`config.mk`:
```
export PLATFORM = sky130hd
export DESIGN_NAME = yuv_to_argb_rotating
export DESIGN_NICKNAME = d
export VERILOG_FILES = /design/src/design/yta_pkg.sv /design/src/design/yta_position.sv /design/src/design/yta_convert.sv /design/src/design/yuv_to_argb_rotating.sv
export SDC_FILE = /design/constraint.sdc
export NUM_CORES = 2
export LEC_CHECK = 0
export ABC_AREA = 1
export BUFFER_PORTS_ARGS = -buffer_cell sky130_fd_sc_hd__buf_2
export CAP_MARGIN = 20
export CORE_UTILIZATION = 50
export CTS_BUF_LIST = sky130_fd_sc_hd__clkbuf_8
export DETAILED_ROUTE_END_ITERATION = 12
export PLACE_DENSITY_LB_ADDON = 0.3
export SLEW_MARGIN = 20
export SYNTH_ARGS = -nofsm -noshare
export SYNTH_HDL_FRONTEND = slang
export SYNTH_SLANG_ARGS = --single-unit
```
`constraint.sdc`:
```
create_clock -name clk -period 7.5 [get_ports clk]
set_clock_uncertainty 0.1 [all_clocks]
set_input_delay 0 -clock clk [delete_from_list [all_inputs] [get_ports clk]]
set_output_delay 0 -clock clk [all_outputs]
set_load 0.005 [all_outputs]
```
`src/design/yta_pkg.sv`:
```
package yta_pkg;

    localparam int CFG_W   = 12;
    localparam int PIX_W   = 8;
    localparam int IDX_W   = 22;
    localparam int ARGB_W  = 32;
    localparam int SCALE_W = 19;
    localparam int MAG_W   = 18;
    localparam int SUM_W   = 11;

    localparam int DEF_MAX_WIDTH  = 2048;
    localparam int DEF_MAX_HEIGHT = 2048;

    localparam logic [CFG_W-1:0] RESET_WIDTH  = 12'd640;
    localparam logic [CFG_W-1:0] RESET_HEIGHT = 12'd480;

    // register indexes of the configuration port
    localparam logic REG_WIDTH  = 1'b0;
    localparam logic REG_HEIGHT = 1'b1;

    localparam logic signed [SCALE_W-1:0] COEF_RV = 19'sd1402;
    localparam logic signed [SCALE_W-1:0] COEF_BU = 19'sd1772;
    localparam logic signed [SCALE_W-1:0] COEF_GU = 19'sd344;
    localparam logic signed [SCALE_W-1:0] COEF_GV = 19'sd714;
    localparam logic [PIX_W:0]           CHROMA_OFFSET = 9'd128;

    localparam int              SCALE     = 1000;
    // floor(x / 1000) = (x * DIV_K) >> DIV_SHIFT, exact for x below 493447
    localparam logic [MAG_W-1:0] DIV_K     = 18'd134218;
    localparam int              DIV_SHIFT = 27;
    localparam logic [PIX_W-1:0] ALPHA     = 8'hFF;

    typedef struct packed {
        logic [IDX_W-1:0] dest;
        logic             last;
    } pos_t;

    function automatic logic [PIX_W-1:0] div_by_scale(input logic [MAG_W-1:0] x);
        logic [2*MAG_W-1:0] p;
        p = (2*MAG_W)'(x) * (2*MAG_W)'(DIV_K);
        return p[DIV_SHIFT+PIX_W-1:DIV_SHIFT];
    endfunction

    function automatic logic signed [PIX_W:0] floor_div_scale(
        input logic signed [SCALE_W-1:0] a
    );
        logic             neg;
        logic [MAG_W-1:0] mag;
        logic [PIX_W-1:0] q;
        neg = a[SCALE_W-1];
        if (neg)
        begin
            mag = MAG_W'(-a) + MAG_W'(SCALE - 1);
        end
        else
        begin
            mag = MAG_W'(a);
        end
        q = div_by_scale(mag);
        return neg ? -$signed({1'b0, q}) : $signed({1'b0, q});
    endfunction

    function automatic logic signed [PIX_W:0] trunc_div_scale(
        input logic signed [SCALE_W-1:0] a
    );
        logic             neg;
        logic [MAG_W-1:0] mag;
        logic [PIX_W-1:0] q;
        neg = a[SCALE_W-1];
        mag = neg ? MAG_W'(-a) : MAG_W'(a);
        q = div_by_scale(mag);
        return neg ? -$signed({1'b0, q}) : $signed({1'b0, q});
    endfunction

    function automatic logic [PIX_W-1:0] clamp_byte(input logic signed [SUM_W-1:0] x);
        logic [PIX_W-1:0] r;
        if (x < 0)
        begin
            r = '0;
        end
        else if (x > SUM_W'(255))
        begin
            r = 8'hFF;
        end
        else
        begin
            r = x[PIX_W-1:0];
        end
        return r;
    endfunction

endpackage

```
`src/design/yta_position.sv`:
```
module yta_position
    import yta_pkg::*;
#(
    parameter int MAX_WIDTH  = DEF_MAX_WIDTH,
    parameter int MAX_HEIGHT = DEF_MAX_HEIGHT
)
(
    input  logic             clk,
    input  logic             rst_n,
    input  logic             cfg_write,
    input  logic             cfg_index,
    input  logic [CFG_W-1:0] cfg_data,
    input  logic             step,
    output pos_t             pos
);

    localparam int CW  = $clog2(MAX_WIDTH);
    localparam int RW  = (MAX_HEIGHT > 1) ? $clog2(MAX_HEIGHT) : 1;
    localparam int WW  = $clog2(MAX_WIDTH + 1);
    localparam int HW  = $clog2(MAX_HEIGHT + 1);
    localparam int WCW = (WW > CFG_W) ? WW : CFG_W;
    localparam int HCW = (HW > CFG_W) ? HW : CFG_W;
    localparam int PW  = CW + HW + 1;
    localparam int DW  = (PW > IDX_W) ? PW : IDX_W;

    logic [CFG_W-1:0] fw_reg;
    logic [CFG_W-1:0] fh_reg;
    logic [CW-1:0]    col_reg;
    logic [RW-1:0]    row_reg;

    logic [CFG_W-1:0] fw_c;
    logic [CFG_W-1:0] fh_c;
    logic [WCW-1:0]   w_lim;
    logic [HCW-1:0]   h_lim;
    logic [WW-1:0]    w_eff;
    logic [HW-1:0]    h_eff;
    logic             outside;
    logic [WW:0]      col_p2;
    logic [HW:0]      row_p1;
    logic             col_wrap;
    logic             row_wrap;
    logic [DW-1:0]    dest_full;

    // a write takes effect in the same cycle it normalizes the counters against
    assign fw_c = (cfg_write && cfg_index == REG_WIDTH)  ? cfg_data : fw_reg;
    assign fh_c = (cfg_write && cfg_index == REG_HEIGHT) ? cfg_data : fh_reg;

    always_comb
    begin
        w_lim = WCW'(fw_c);
        if (w_lim < WCW'(2))
        begin
            w_lim = WCW'(2);
        end
        else if (w_lim > WCW'(MAX_WIDTH))
        begin
            w_lim = WCW'(MAX_WIDTH);
        end
        w_lim[0] = 1'b0;

        h_lim = HCW'(fh_c);
        if (h_lim < HCW'(1))
        begin
            h_lim = HCW'(1);
        end
        else if (h_lim > HCW'(MAX_HEIGHT))
        begin
            h_lim = HCW'(MAX_HEIGHT);
        end
    end

    assign w_eff = w_lim[WW-1:0];
    assign h_eff = h_lim[HW-1:0];

    assign outside  = (WW'(col_reg) >= w_eff) || (HW'(row_reg) >= h_eff);
    assign col_p2   = (WW+1)'(col_reg) + (WW+1)'(2);
    assign row_p1   = (HW+1)'(row_reg) + (HW+1)'(1);
    assign col_wrap = col_p2 >= (WW+1)'(w_eff);
    assign row_wrap = row_p1 >= (HW+1)'(h_eff);

    assign dest_full = DW'(col_reg) * DW'(h_eff) + DW'(h_eff) - DW'(1) - DW'(row_reg);

    assign pos.dest = dest_full[IDX_W-1:0];
    assign pos.last = col_wrap && row_wrap;

    always_ff @(posedge clk or negedge rst_n)
    begin
        if (!rst_n)
        begin
            fw_reg  <= RESET_WIDTH;
            fh_reg  <= RESET_HEIGHT;
            col_reg <= '0;
            row_reg <= '0;
        end
        else if (cfg_write)
        begin
            case (cfg_index)
                REG_WIDTH:  fw_reg <= cfg_data;
                REG_HEIGHT: fh_reg <= cfg_data;
                default:    fw_reg <= fw_reg;
            endcase
            // restart the frame when the position falls outside the new size
            if (outside)
            begin
                col_reg <= '0;
                row_reg <= '0;
            end
        end
        else if (step)
        begin
            if (col_wrap)
            begin
                col_reg <= '0;
                row_reg <= row_wrap ? '0 : row_p1[RW-1:0];
            end
            else
            begin
                col_reg <= col_p2[CW-1:0];
            end
        end
    end

endmodule

```
`src/design/yta_convert.sv`:
```
module yta_convert
    import yta_pkg::*;
(
    input  logic [PIX_W-1:0]          luma_a,
    input  logic [PIX_W-1:0]          luma_b,
    input  logic signed [SCALE_W-1:0] scaled_r,
    input  logic signed [SCALE_W-1:0] scaled_b,
    input  logic signed [SCALE_W-1:0] scaled_g,
    output logic [ARGB_W-1:0]         argb_a,
    output logic [ARGB_W-1:0]         argb_b
);

    logic signed [PIX_W:0] q_r;
    logic signed [PIX_W:0] q_b;
    logic signed [PIX_W:0] q_g;
    logic signed [SUM_W-1:0] ya;
    logic signed [SUM_W-1:0] yb;

    // floor of the chroma offset equals truncation of the full sum once clamped
    assign q_r = floor_div_scale(scaled_r);
    assign q_b = floor_div_scale(scaled_b);
    assign q_g = trunc_div_scale(scaled_g);

    assign ya = $signed({3'b000, luma_a});
    assign yb = $signed({3'b000, luma_b});

    assign argb_a = {ALPHA,
                     clamp_byte(ya + SUM_W'(q_r)),
                     clamp_byte(ya - SUM_W'(q_g)),
                     clamp_byte(ya + SUM_W'(q_b))};

    assign argb_b = {ALPHA,
                     clamp_byte(yb + SUM_W'(q_r)),
                     clamp_byte(yb - SUM_W'(q_g)),
                     clamp_byte(yb + SUM_W'(q_b))};

endmodule

```
`src/design/yuv_to_argb_rotating.sv`:
```
// An accepted item is registered in stage one, then in the output registers.
// Throughput: one item per cycle while the output is not stalled; the position
// counters and the constant-coefficient conversion each complete within one stage.
// Reset clears both stage valids and the row and column counters, and sets
// the frame size to 640 x 480.
module yuv_to_argb_rotating
    import yta_pkg::*;
#(
    parameter int MAX_WIDTH  = DEF_MAX_WIDTH,
    parameter int MAX_HEIGHT = DEF_MAX_HEIGHT
)
(
    input  logic              clk,
    input  logic              rst_n,
    input  logic              cfg_write,
    input  logic              cfg_index,
    input  logic [CFG_W-1:0]  cfg_data,
    input  logic              in_valid,
    output logic              in_stall,
    input  logic [PIX_W-1:0]  luma_first,
    input  logic [PIX_W-1:0]  luma_second,
    input  logic [PIX_W-1:0]  chroma_v,
    input  logic [PIX_W-1:0]  chroma_u,
    output logic              out_valid,
    input  logic              out_stall,
    output logic [ARGB_W-1:0] pixel_first,
    output logic [ARGB_W-1:0] pixel_second,
    output logic [IDX_W-1:0]  dest_index,
    output logic              last_of_frame
);

    logic s1_valid_reg;
    logic s1_valid_next;
    logic out_valid_reg;
    logic out_valid_next;

    logic [PIX_W-1:0]          s1_ya_reg;
    logic [PIX_W-1:0]          s1_yb_reg;
    logic signed [SCALE_W-1:0] s1_sr_reg;
    logic signed [SCALE_W-1:0] s1_sb_reg;
    logic signed [SCALE_W-1:0] s1_sg_reg;
    pos_t                      s1_pos_reg;

    logic [ARGB_W-1:0] pa_reg;
    logic [ARGB_W-1:0] pb_reg;
    logic [IDX_W-1:0]  dest_reg;
    logic              last_reg;

    logic s2_ready;
    logic s1_ready;
    logic accept;

    logic signed [PIX_W:0]     dv;
    logic signed [PIX_W:0]     du;
    logic signed [SCALE_W-1:0] sr;
    logic signed [SCALE_W-1:0] sb;
    logic signed [SCALE_W-1:0] sg;
    pos_t                      pos;
    logic [ARGB_W-1:0]         argb_a;
    logic [ARGB_W-1:0]         argb_b;

    assign s2_ready = !out_valid_reg || !out_stall;
    assign s1_ready = !s1_valid_reg || s2_ready;
    assign accept   = in_valid && s1_ready;
    assign in_stall = !s1_ready;

    assign dv = $signed({1'b0, chroma_v}) - $signed(CHROMA_OFFSET);
    assign du = $signed({1'b0, chroma_u}) - $signed(CHROMA_OFFSET);
    assign sr = COEF_RV * SCALE_W'(dv);
    assign sb = COEF_BU * SCALE_W'(du);
    assign sg = COEF_GU * SCALE_W'(du) + COEF_GV * SCALE_W'(dv);

    yta_position #(
        .MAX_WIDTH  (MAX_WIDTH),
        .MAX_HEIGHT (MAX_HEIGHT)
    ) u_position (
        .clk       (clk),
        .rst_n     (rst_n),
        .cfg_write (cfg_write),
        .cfg_index (cfg_index),
        .cfg_data  (cfg_data),
        .step      (accept),
        .pos       (pos)
    );

    yta_convert u_convert (
        .luma_a   (s1_ya_reg),
        .luma_b   (s1_yb_reg),
        .scaled_r (s1_sr_reg),
        .scaled_b (s1_sb_reg),
        .scaled_g (s1_sg_reg),
        .argb_a   (argb_a),
        .argb_b   (argb_b)
    );

    always_comb
    begin
        if (accept)
        begin
            s1_valid_next = 1'b1;
        end
        else if (s2_ready)
        begin
            s1_valid_next = 1'b0;
        end
        else
        begin
            s1_valid_next = s1_valid_reg;
        end
        out_valid_next = s2_ready ? s1_valid_reg : out_valid_reg;
    end

    always_ff @(posedge clk or negedge rst_n)
    begin
        if (!rst_n)
        begin
            s1_valid_reg  <= 1'b0;
            out_valid_reg <= 1'b0;
        end
        else
        begin
            s1_valid_reg  <= s1_valid_next;
            out_valid_reg <= out_valid_next;
        end
    end

    // capture the item with its prescaled chroma terms and position
    always_ff @(posedge clk)
    begin
        if (accept)
        begin
            s1_ya_reg  <= luma_first;
            s1_yb_reg  <= luma_second;
            s1_sr_reg  <= sr;
            s1_sb_reg  <= sb;
            s1_sg_reg  <= sg;
            s1_pos_reg <= pos;
        end
    end

    // hold the result while the output is stalled
    always_ff @(posedge clk)
    begin
        if (s2_ready && s1_valid_reg)
        begin
            pa_reg   <= argb_a;
            pb_reg   <= argb_b;
            dest_reg <= s1_pos_reg.dest;
            last_reg <= s1_pos_reg.last;
        end
    end

    assign out_valid     = out_valid_reg;
    assign pixel_first   = pa_reg;
    assign pixel_second  = pb_reg;
    assign dest_index    = dest_reg;
    assign last_of_frame = last_reg;

endmodule

```
======== Word level (Yosys, flattened, before mapping) ========
Cells that the tools add are included.
storage, ports and cells
  register bits after elaboration ......... 212
  bits in latches ......................... 0
  RAM bits ................................ 0
  bits in read-only memories .............. 0
  word-level logic and storage cells ...... 120
  memories kept ........................... 0
cells by class
  $add $sub $neg .......................... 22
  multiply operators ...................... 8
  divide/modulo/power cells ............... 0
  order comparisons ....................... 20
  equality and inequality tests ........... 1
  shift-type cells ........................ 0
  mux-type cells .......................... 28
  bitwise gates (word level) .............. 1
  reductions and logical operators ........ 19
operator list
  kind                    count
  $mul 18x17->34 const B  3
  $mux 11                 8
  $mux 12                 6
  $gt 10x9->1 const B     6
  $lt 10x1->1 const B     6
  $mux 18                 3
  $neg 18->18             3
  $mux 8                  6
  $add 9x9->10            4
  $add 18x11->18 const B  2
  $mux 9                  3
  $neg 8->9               3
  $ge 13x12->1            2
  $ge 11x12->1            2
  $gt 12x12->1 const B    2
  $add 22x12->22          1
  $mul 11x12->22          1
  $sub 22x1->22 const B   1
  $sub 22x11->22          1
  $sub 9x9->10            2
  $add 19x19->19          1
  $mul 10x9->18 const A   1
  $mul 11x9->18 const A   1
  $sub 8x8->9 const B     2
  15 further kinds        29

======== Logic depth before layout (Yosys ltp) ========
  depth in word-level cells ............... 10
  mapped depth ............................ 49

======== Modules after synthesis ========
From an unflattened synthesis, not the netlist that was laid out.
second synthesis, totals
  cells, all modules ...................... 4628
  area total of the unflattened synthesis .. 37810.0 µm²
by module, submodules not included
  module                instances  cells an instance  area each (µm²)  sequential area each (µm²)
  yta_convert           1          2491               17336.6          0.0
  yuv_to_argb_rotating  1          975                11798.8          5365.1
  yta_position          1          1162               8674.6           1133.6

======== Worst setup path after synthesis ========
Ideal clock, no wire load.
  kind .................................... register to register
  start ................................... register s1_sb_reg[18]
  end ..................................... register pb_reg[0] (netlist: pixel_second[0]), data pin
  arrival time ............................ 7.616 ns
  path slack .............................. -0.467 ns
  stages on the path, launching flop included .. 39
  period minus slack after synthesis ...... 7.967 ns
  cells stage by stage .................... edfxtp_1 clkbuf_1 buf_1 nand2_1 xnor2_1 ha_1 ha_1 fa_1 inv_1 fa_1 inv_1 fa_1 inv_1 fa_1 inv_1 ha_1 nand2_1 nor2_1 [... 3 more ...] nand3_1 xor2_1 inv_1 ha_1 nand2_1 o21ai_0 fa_1 nand3_1 nand2_1 a21o_1 a21oi_1 inv_1 a21oi_1 o21ai_0 nand3_1 nand3_1 nand2_1 inv_1
between the ends
  word-level cells in the longest chain between the ends .. 7
  elaborated cells on any way between the ends .. 8
  those cells by class .................... 2 x add/sub; 1 x mul; 2 x order compare; 3 x mux
RTL lines
  item                    RTL line                     RTL
  from (decl)             yuv_to_argb_rotating.sv:40   logic signed [SCALE_W-1:0] s1_sb_reg;
  from (signal assigned)  yuv_to_argb_rotating.sv:135  s1_sb_reg <= sb;
  $mux 18                 yta_pkg.sv:51                if (neg)
  $mul 18x17->34          yta_pkg.sv:40                p = (2*MAG_W)'(x) * (2*MAG_W)'(DIV_K);
  $neg 8->9               yta_pkg.sv:60                return neg ? -$signed({1'b0, q}) : $signed({1'b0, q});
  $mux 9 (*)              yta_pkg.sv:60
  $add 9x9->10 (*)        yta_convert.sv:35            clamp_byte(yb + SUM_W'(q_b))};
  $gt 10x9->1             yta_pkg.sv:81                else if (x > SUM_W'(255))
  $mux 8                  yta_pkg.sv:81
  to (signal assigned)    yuv_to_argb_rotating.sv:147  pb_reg <= argb_b;
  to (decl)               yuv_to_argb_rotating.sv:45   logic [ARGB_W-1:0] pb_reg;
Mark *: on every way between the ends. The rest lies on a longest branch, timed or not.
A chain may end at the register's enable or synchronous reset.

======== Worst setup path after layout ========
  start ................................... register s1_sr_reg[3]
  end ..................................... register pb_reg[21] (netlist: pixel_second[21]), data pin
between the ends
  word-level cells in the longest chain between the ends .. 9
  elaborated cells on any way between the ends .. 10
  those cells by class .................... 4 x add/sub; 1 x mul; 2 x order compare; 3 x mux
RTL lines
  item                    RTL line                     RTL
  from (decl)             yuv_to_argb_rotating.sv:39   logic signed [SCALE_W-1:0] s1_sr_reg;
  from (signal assigned)  yuv_to_argb_rotating.sv:134  s1_sr_reg <= sr;
  $neg 18->18             yta_pkg.sv:53                mag = MAG_W'(-a) + MAG_W'(SCALE - 1);
  $add 18x11->18          yta_pkg.sv:53
  $mux 18 (*)             yta_pkg.sv:51
  $mul 18x17->34 (*)      yta_pkg.sv:40
  $neg 8->9               yta_pkg.sv:60
  $mux 9 (*)              yta_pkg.sv:60
  $add 9x9->10 (*)        yta_convert.sv:33            clamp_byte(yb + SUM_W'(q_r)),
  $gt 10x9->1             yta_pkg.sv:81
  $mux 8                  yta_pkg.sv:81
Marks and branches as above.

==> metrics.json <==
{
  "global_routing": {
    "globalRouteTotalUtil_pct": 24.6,
    "grt_max_degree": 69,
    "grt_pass1_vias": 30500,
    "grt_pass1_wl_um": 147000,
    "grt_antenna_before_repair": 4,
    "overflow": 0
  },
  "synthesis": {
    "synth_ff_type": "sky130_fd_sc_hd__edfxtp_1",
    "synthesis.area_per_instance_um2": 8.39,
    "number_of_synthesized_flops_with_an_enable_pin": 161,
    "synth.yosys.warnings": 0,
    "ys_async_sr_fraction_pct": 22.6,
    "synthesized_area_um2": 36100,
    "ys_seq_elements": 208,
    "seq_area_frac_synth_pct": 16.7,
    "yosys.cell_types.count": 61,
    "netlist_instances": 4308
  },
  "die": {
    "core_area_um2": 71500,
    "die_x_um": 271,
    "pin_count": 139,
    "die_area_um2": 73400,
    "core.rowCount": 98,
    "floorplan.initialDensity_pct": 50.6,
    "dieHeight_um": 271
  },
  "timing": {
    "max_slew.worst_pin.slew_ns": 0.977,
    "grt_setup_unrepaired": "true",
    "report.final.slew_viol_count": 0,
    "layout_min_cycle_time_ns": 7.63,
    "timing.max_slew.rel_slack_pct": 34.8,
    "final_min_period_over_clock_period_pct": 102,
    "fmaxAchievable_mhz": 131,
    "setup_ws_ns": -0.130,
    "hold_viol": 0,
    "final.setup.tns_ns": -0.993,
    "endpoints_failing_setup": 18
  },
  "routing": {
    "routed_wire_length_per_instance_um": 15.8,
    "remaining_drc_errors": 0,
    "detail_route.first_pass.iterations": 5,
    "routed_wl_um": 93800,
    "route.detailed.vias_per_inst": 5.08,
    "num_vias": 30100,
    "dr.first_iter.drc_count": 1694,
    "number_of_routed_nets_with_antenna_violations": 0
  },
  "run_status": {
    "outcome": "finished, violations left",
    "violated_checks": "negative setup slack"
  },
  "finish": {
    "final_nets": 6104,
    "drive_above_1_share_pct": 23.8,
    "seqCellArea_um2": 6020,
    "multi_input_area_um2": 29100,
    "layout_stage_area_growth_over_the_synthesis_result_pct": 26.6,
    "fillers": 5581
  },
  "clocking": {
    "worstSkewPairLatency_ns": 0.63,
    "clk_pin_slew_worst_paths_ns": 0.06,
    "cts_root_buffer": "sky130_fd_sc_hd__clkbuf_8",
    "cts_buffer_count": 40,
    "tritoncts": "done",
    "cts_num_sinks": 208,
    "clk_path_buf_depth": 3,
    "cts_max_level": 2
  },
  "critical_path": {
    "critical-path-top-delay-family": "adder cells",
    "worstPathMaxFanout": 8,
    "worst_ep_arrival_time_ns": 7.89,
    "critical_path_s_slowest_cell": "sky130_fd_sc_hd__fa_1",
    "cp-start-kind": "register",
    "critPathCaptureType": "register",
    "worst-setup-path-type": "reg -> reg",
    "cpMostUsedCell": "sky130_fd_sc_hd__nor2_1",
    "critical_path_required_ns": 7.76,
    "count_of_buffering_cells_on_the_critical_path_with_inverters_included": 12,
    "max_stage_delay_ns": 0.57
  },
  "run": {
    "max_cap_violations": 0
  },
  "min_path": {
    "hold_path_class": "in -> reg"
  },
  "placement": {
    "port_buffers": 122,
    "hpwl_um": 72900,
    "finalWeightedCongestion": 0.905
  }
}
==> layout by cell type (no fill, tap or decap), types with 112 or more instances in the layout <==
cell type,Yosys,routed
sky130_fd_sc_hd__ha_4,0,114
sky130_fd_sc_hd__edfxtp_1,161,161
sky130_fd_sc_hd__a21oi_1,201,148
sky130_fd_sc_hd__inv_1,1035,979
sky130_fd_sc_hd__nor2_1,268,224
sky130_fd_sc_hd__fa_1,322,315
sky130_fd_sc_hd__xor2_1,141,115
sky130_fd_sc_hd__buf_2,1,121
sky130_fd_sc_hd__buf_4,17,409
sky130_fd_sc_hd__nand3_1,189,112
sky130_fd_sc_hd__nand2_1,692,623
sky130_fd_sc_hd__ha_1,785,665
==> tightest hold or removal path, cell delays in order <==
cell                     delay, ns
sky130_fd_sc_hd__buf_2        0.23
sky130_fd_sc_hd__xor2_1       0.14
sky130_fd_sc_hd__xor2_1       0.20
==> synthesized netlist by cell type (18+ instances only) <==
cell type	number	area, um^2
sky130_fd_sc_hd__edfxtp_1	161	4830
sky130_fd_sc_hd__inv_2	23	86.3
sky130_fd_sc_hd__xor2_1	141	1230
sky130_fd_sc_hd__nor3_1	28	140
sky130_fd_sc_hd__nor2_1	268	1010
sky130_fd_sc_hd__xnor2_1	56	490
sky130_fd_sc_hd__o21bai_1	19	143
sky130_fd_sc_hd__inv_1	1035	3880
sky130_fd_sc_hd__nand3_1	189	946
sky130_fd_sc_hd__nand2_1	692	2600
sky130_fd_sc_hd__fa_1	322	6450
sky130_fd_sc_hd__ha_1	785	9820
sky130_fd_sc_hd__o21ai_0	101	505
sky130_fd_sc_hd__nand4_1	27	169
sky130_fd_sc_hd__clkbuf_1	18	67.6
sky130_fd_sc_hd__dfrtp_1	41	1030
sky130_fd_sc_hd__a21oi_1	201	1010
==> timing repair <==
item,4_1_cts,5_1_grt
endpoints found under the hold margin,141,41
setup buffers,50,51
setup endpoints to repair,48,54
pin swaps,129,278
gates resized for setup,222,368
hold buffers,61,1
==> final timing paths <==
check / start / endpoint / slack, ns / depth (start not counted)
worst min-delay path: chroma_v[7] / s1_sr_reg[18]$_DFFE_PP_ / 0.03 / 3
worst max-delay path: s1_sr_reg[3]$_DFFE_PP_ / pixel_second[21]$_SDFFCE_PN0P_ / -0.13 / 43
worst max register to register: s1_sr_reg[3]$_DFFE_PP_ / pixel_second[21]$_SDFFCE_PN0P_ / -0.13 / 43
min in group asynchronous: rst_n / out_valid$_DFFE_PN0N_ / 0.37 / 3
worst min register to register: s1_pos_reg[21]$_DFFE_PP_ / dest_index[20]$_DFFE_PP_ / 0.32 / 0
max in group asynchronous: rst_n / u_position.fw_reg[3]$_DFFE_PN0P_ / 6.51 / 3
==> cell families after synthesis <==
kind of cell	count (synthesis)	share of synthesized area [%]
and+or+nand+nor	1269	15.0
adders and majority gates	1107	45.0
buffers and inverters	1104	11.7
AOI/OAI and AO/OA	411	6.58
DFF	208	16.7
xor gates and xnor gates	197	4.77
muxes	10	0.280
other	2	0.0208
==> through the flow <==
step / std cells / hold slack [ns] / worst slack (ns) / util (%) / instance area [um^2]
floorplan: 4334 / -0.396 / -0.0284 / - / 36300
global placement: 5696 / 0.0819 / -0.501 / 56.5 / 40400
detailed placement: 5696 / 0.0781 / -0.695 / 56.5 / 40400
CTS: 5880 / 0.00217 / 0.00272 / 60.8 / 43400
global route: 5928 / 0.0385 / -0.675 / 64.0 / 45800
finish: 5929 / 0.0286 / -0.130 / 64.0 / 45800
==> layer usage <==
metal | global-route usage (%) | vias to the layer above | share of wire, %
li1 | - | 14900 | -
met1 | 32.4 | 14300 | 44
met2 | 41.5 | 761 | 48
met3 | 3.68 | 178 | 5.4
met4 | 7.51 | 6 | 3.1
met5 | 0 | - | 0.037
==> cell type report <==
class | count | share of cell area, %
clock buffers | 45 | 1.35
multi-input cells | 3022 | 63.7
repair buffers | 611 | 9.96
inverters | 1064 | 8.77
diodes | 1 | 0.00547
flip-flops and latches | 208 | 13.1
clock inverters | 28 | 0.492
well taps | 950 | 2.60
Power is not shown: default switching activity piles up to over one toggle a cycle in this logic, so the estimate is an artifact.
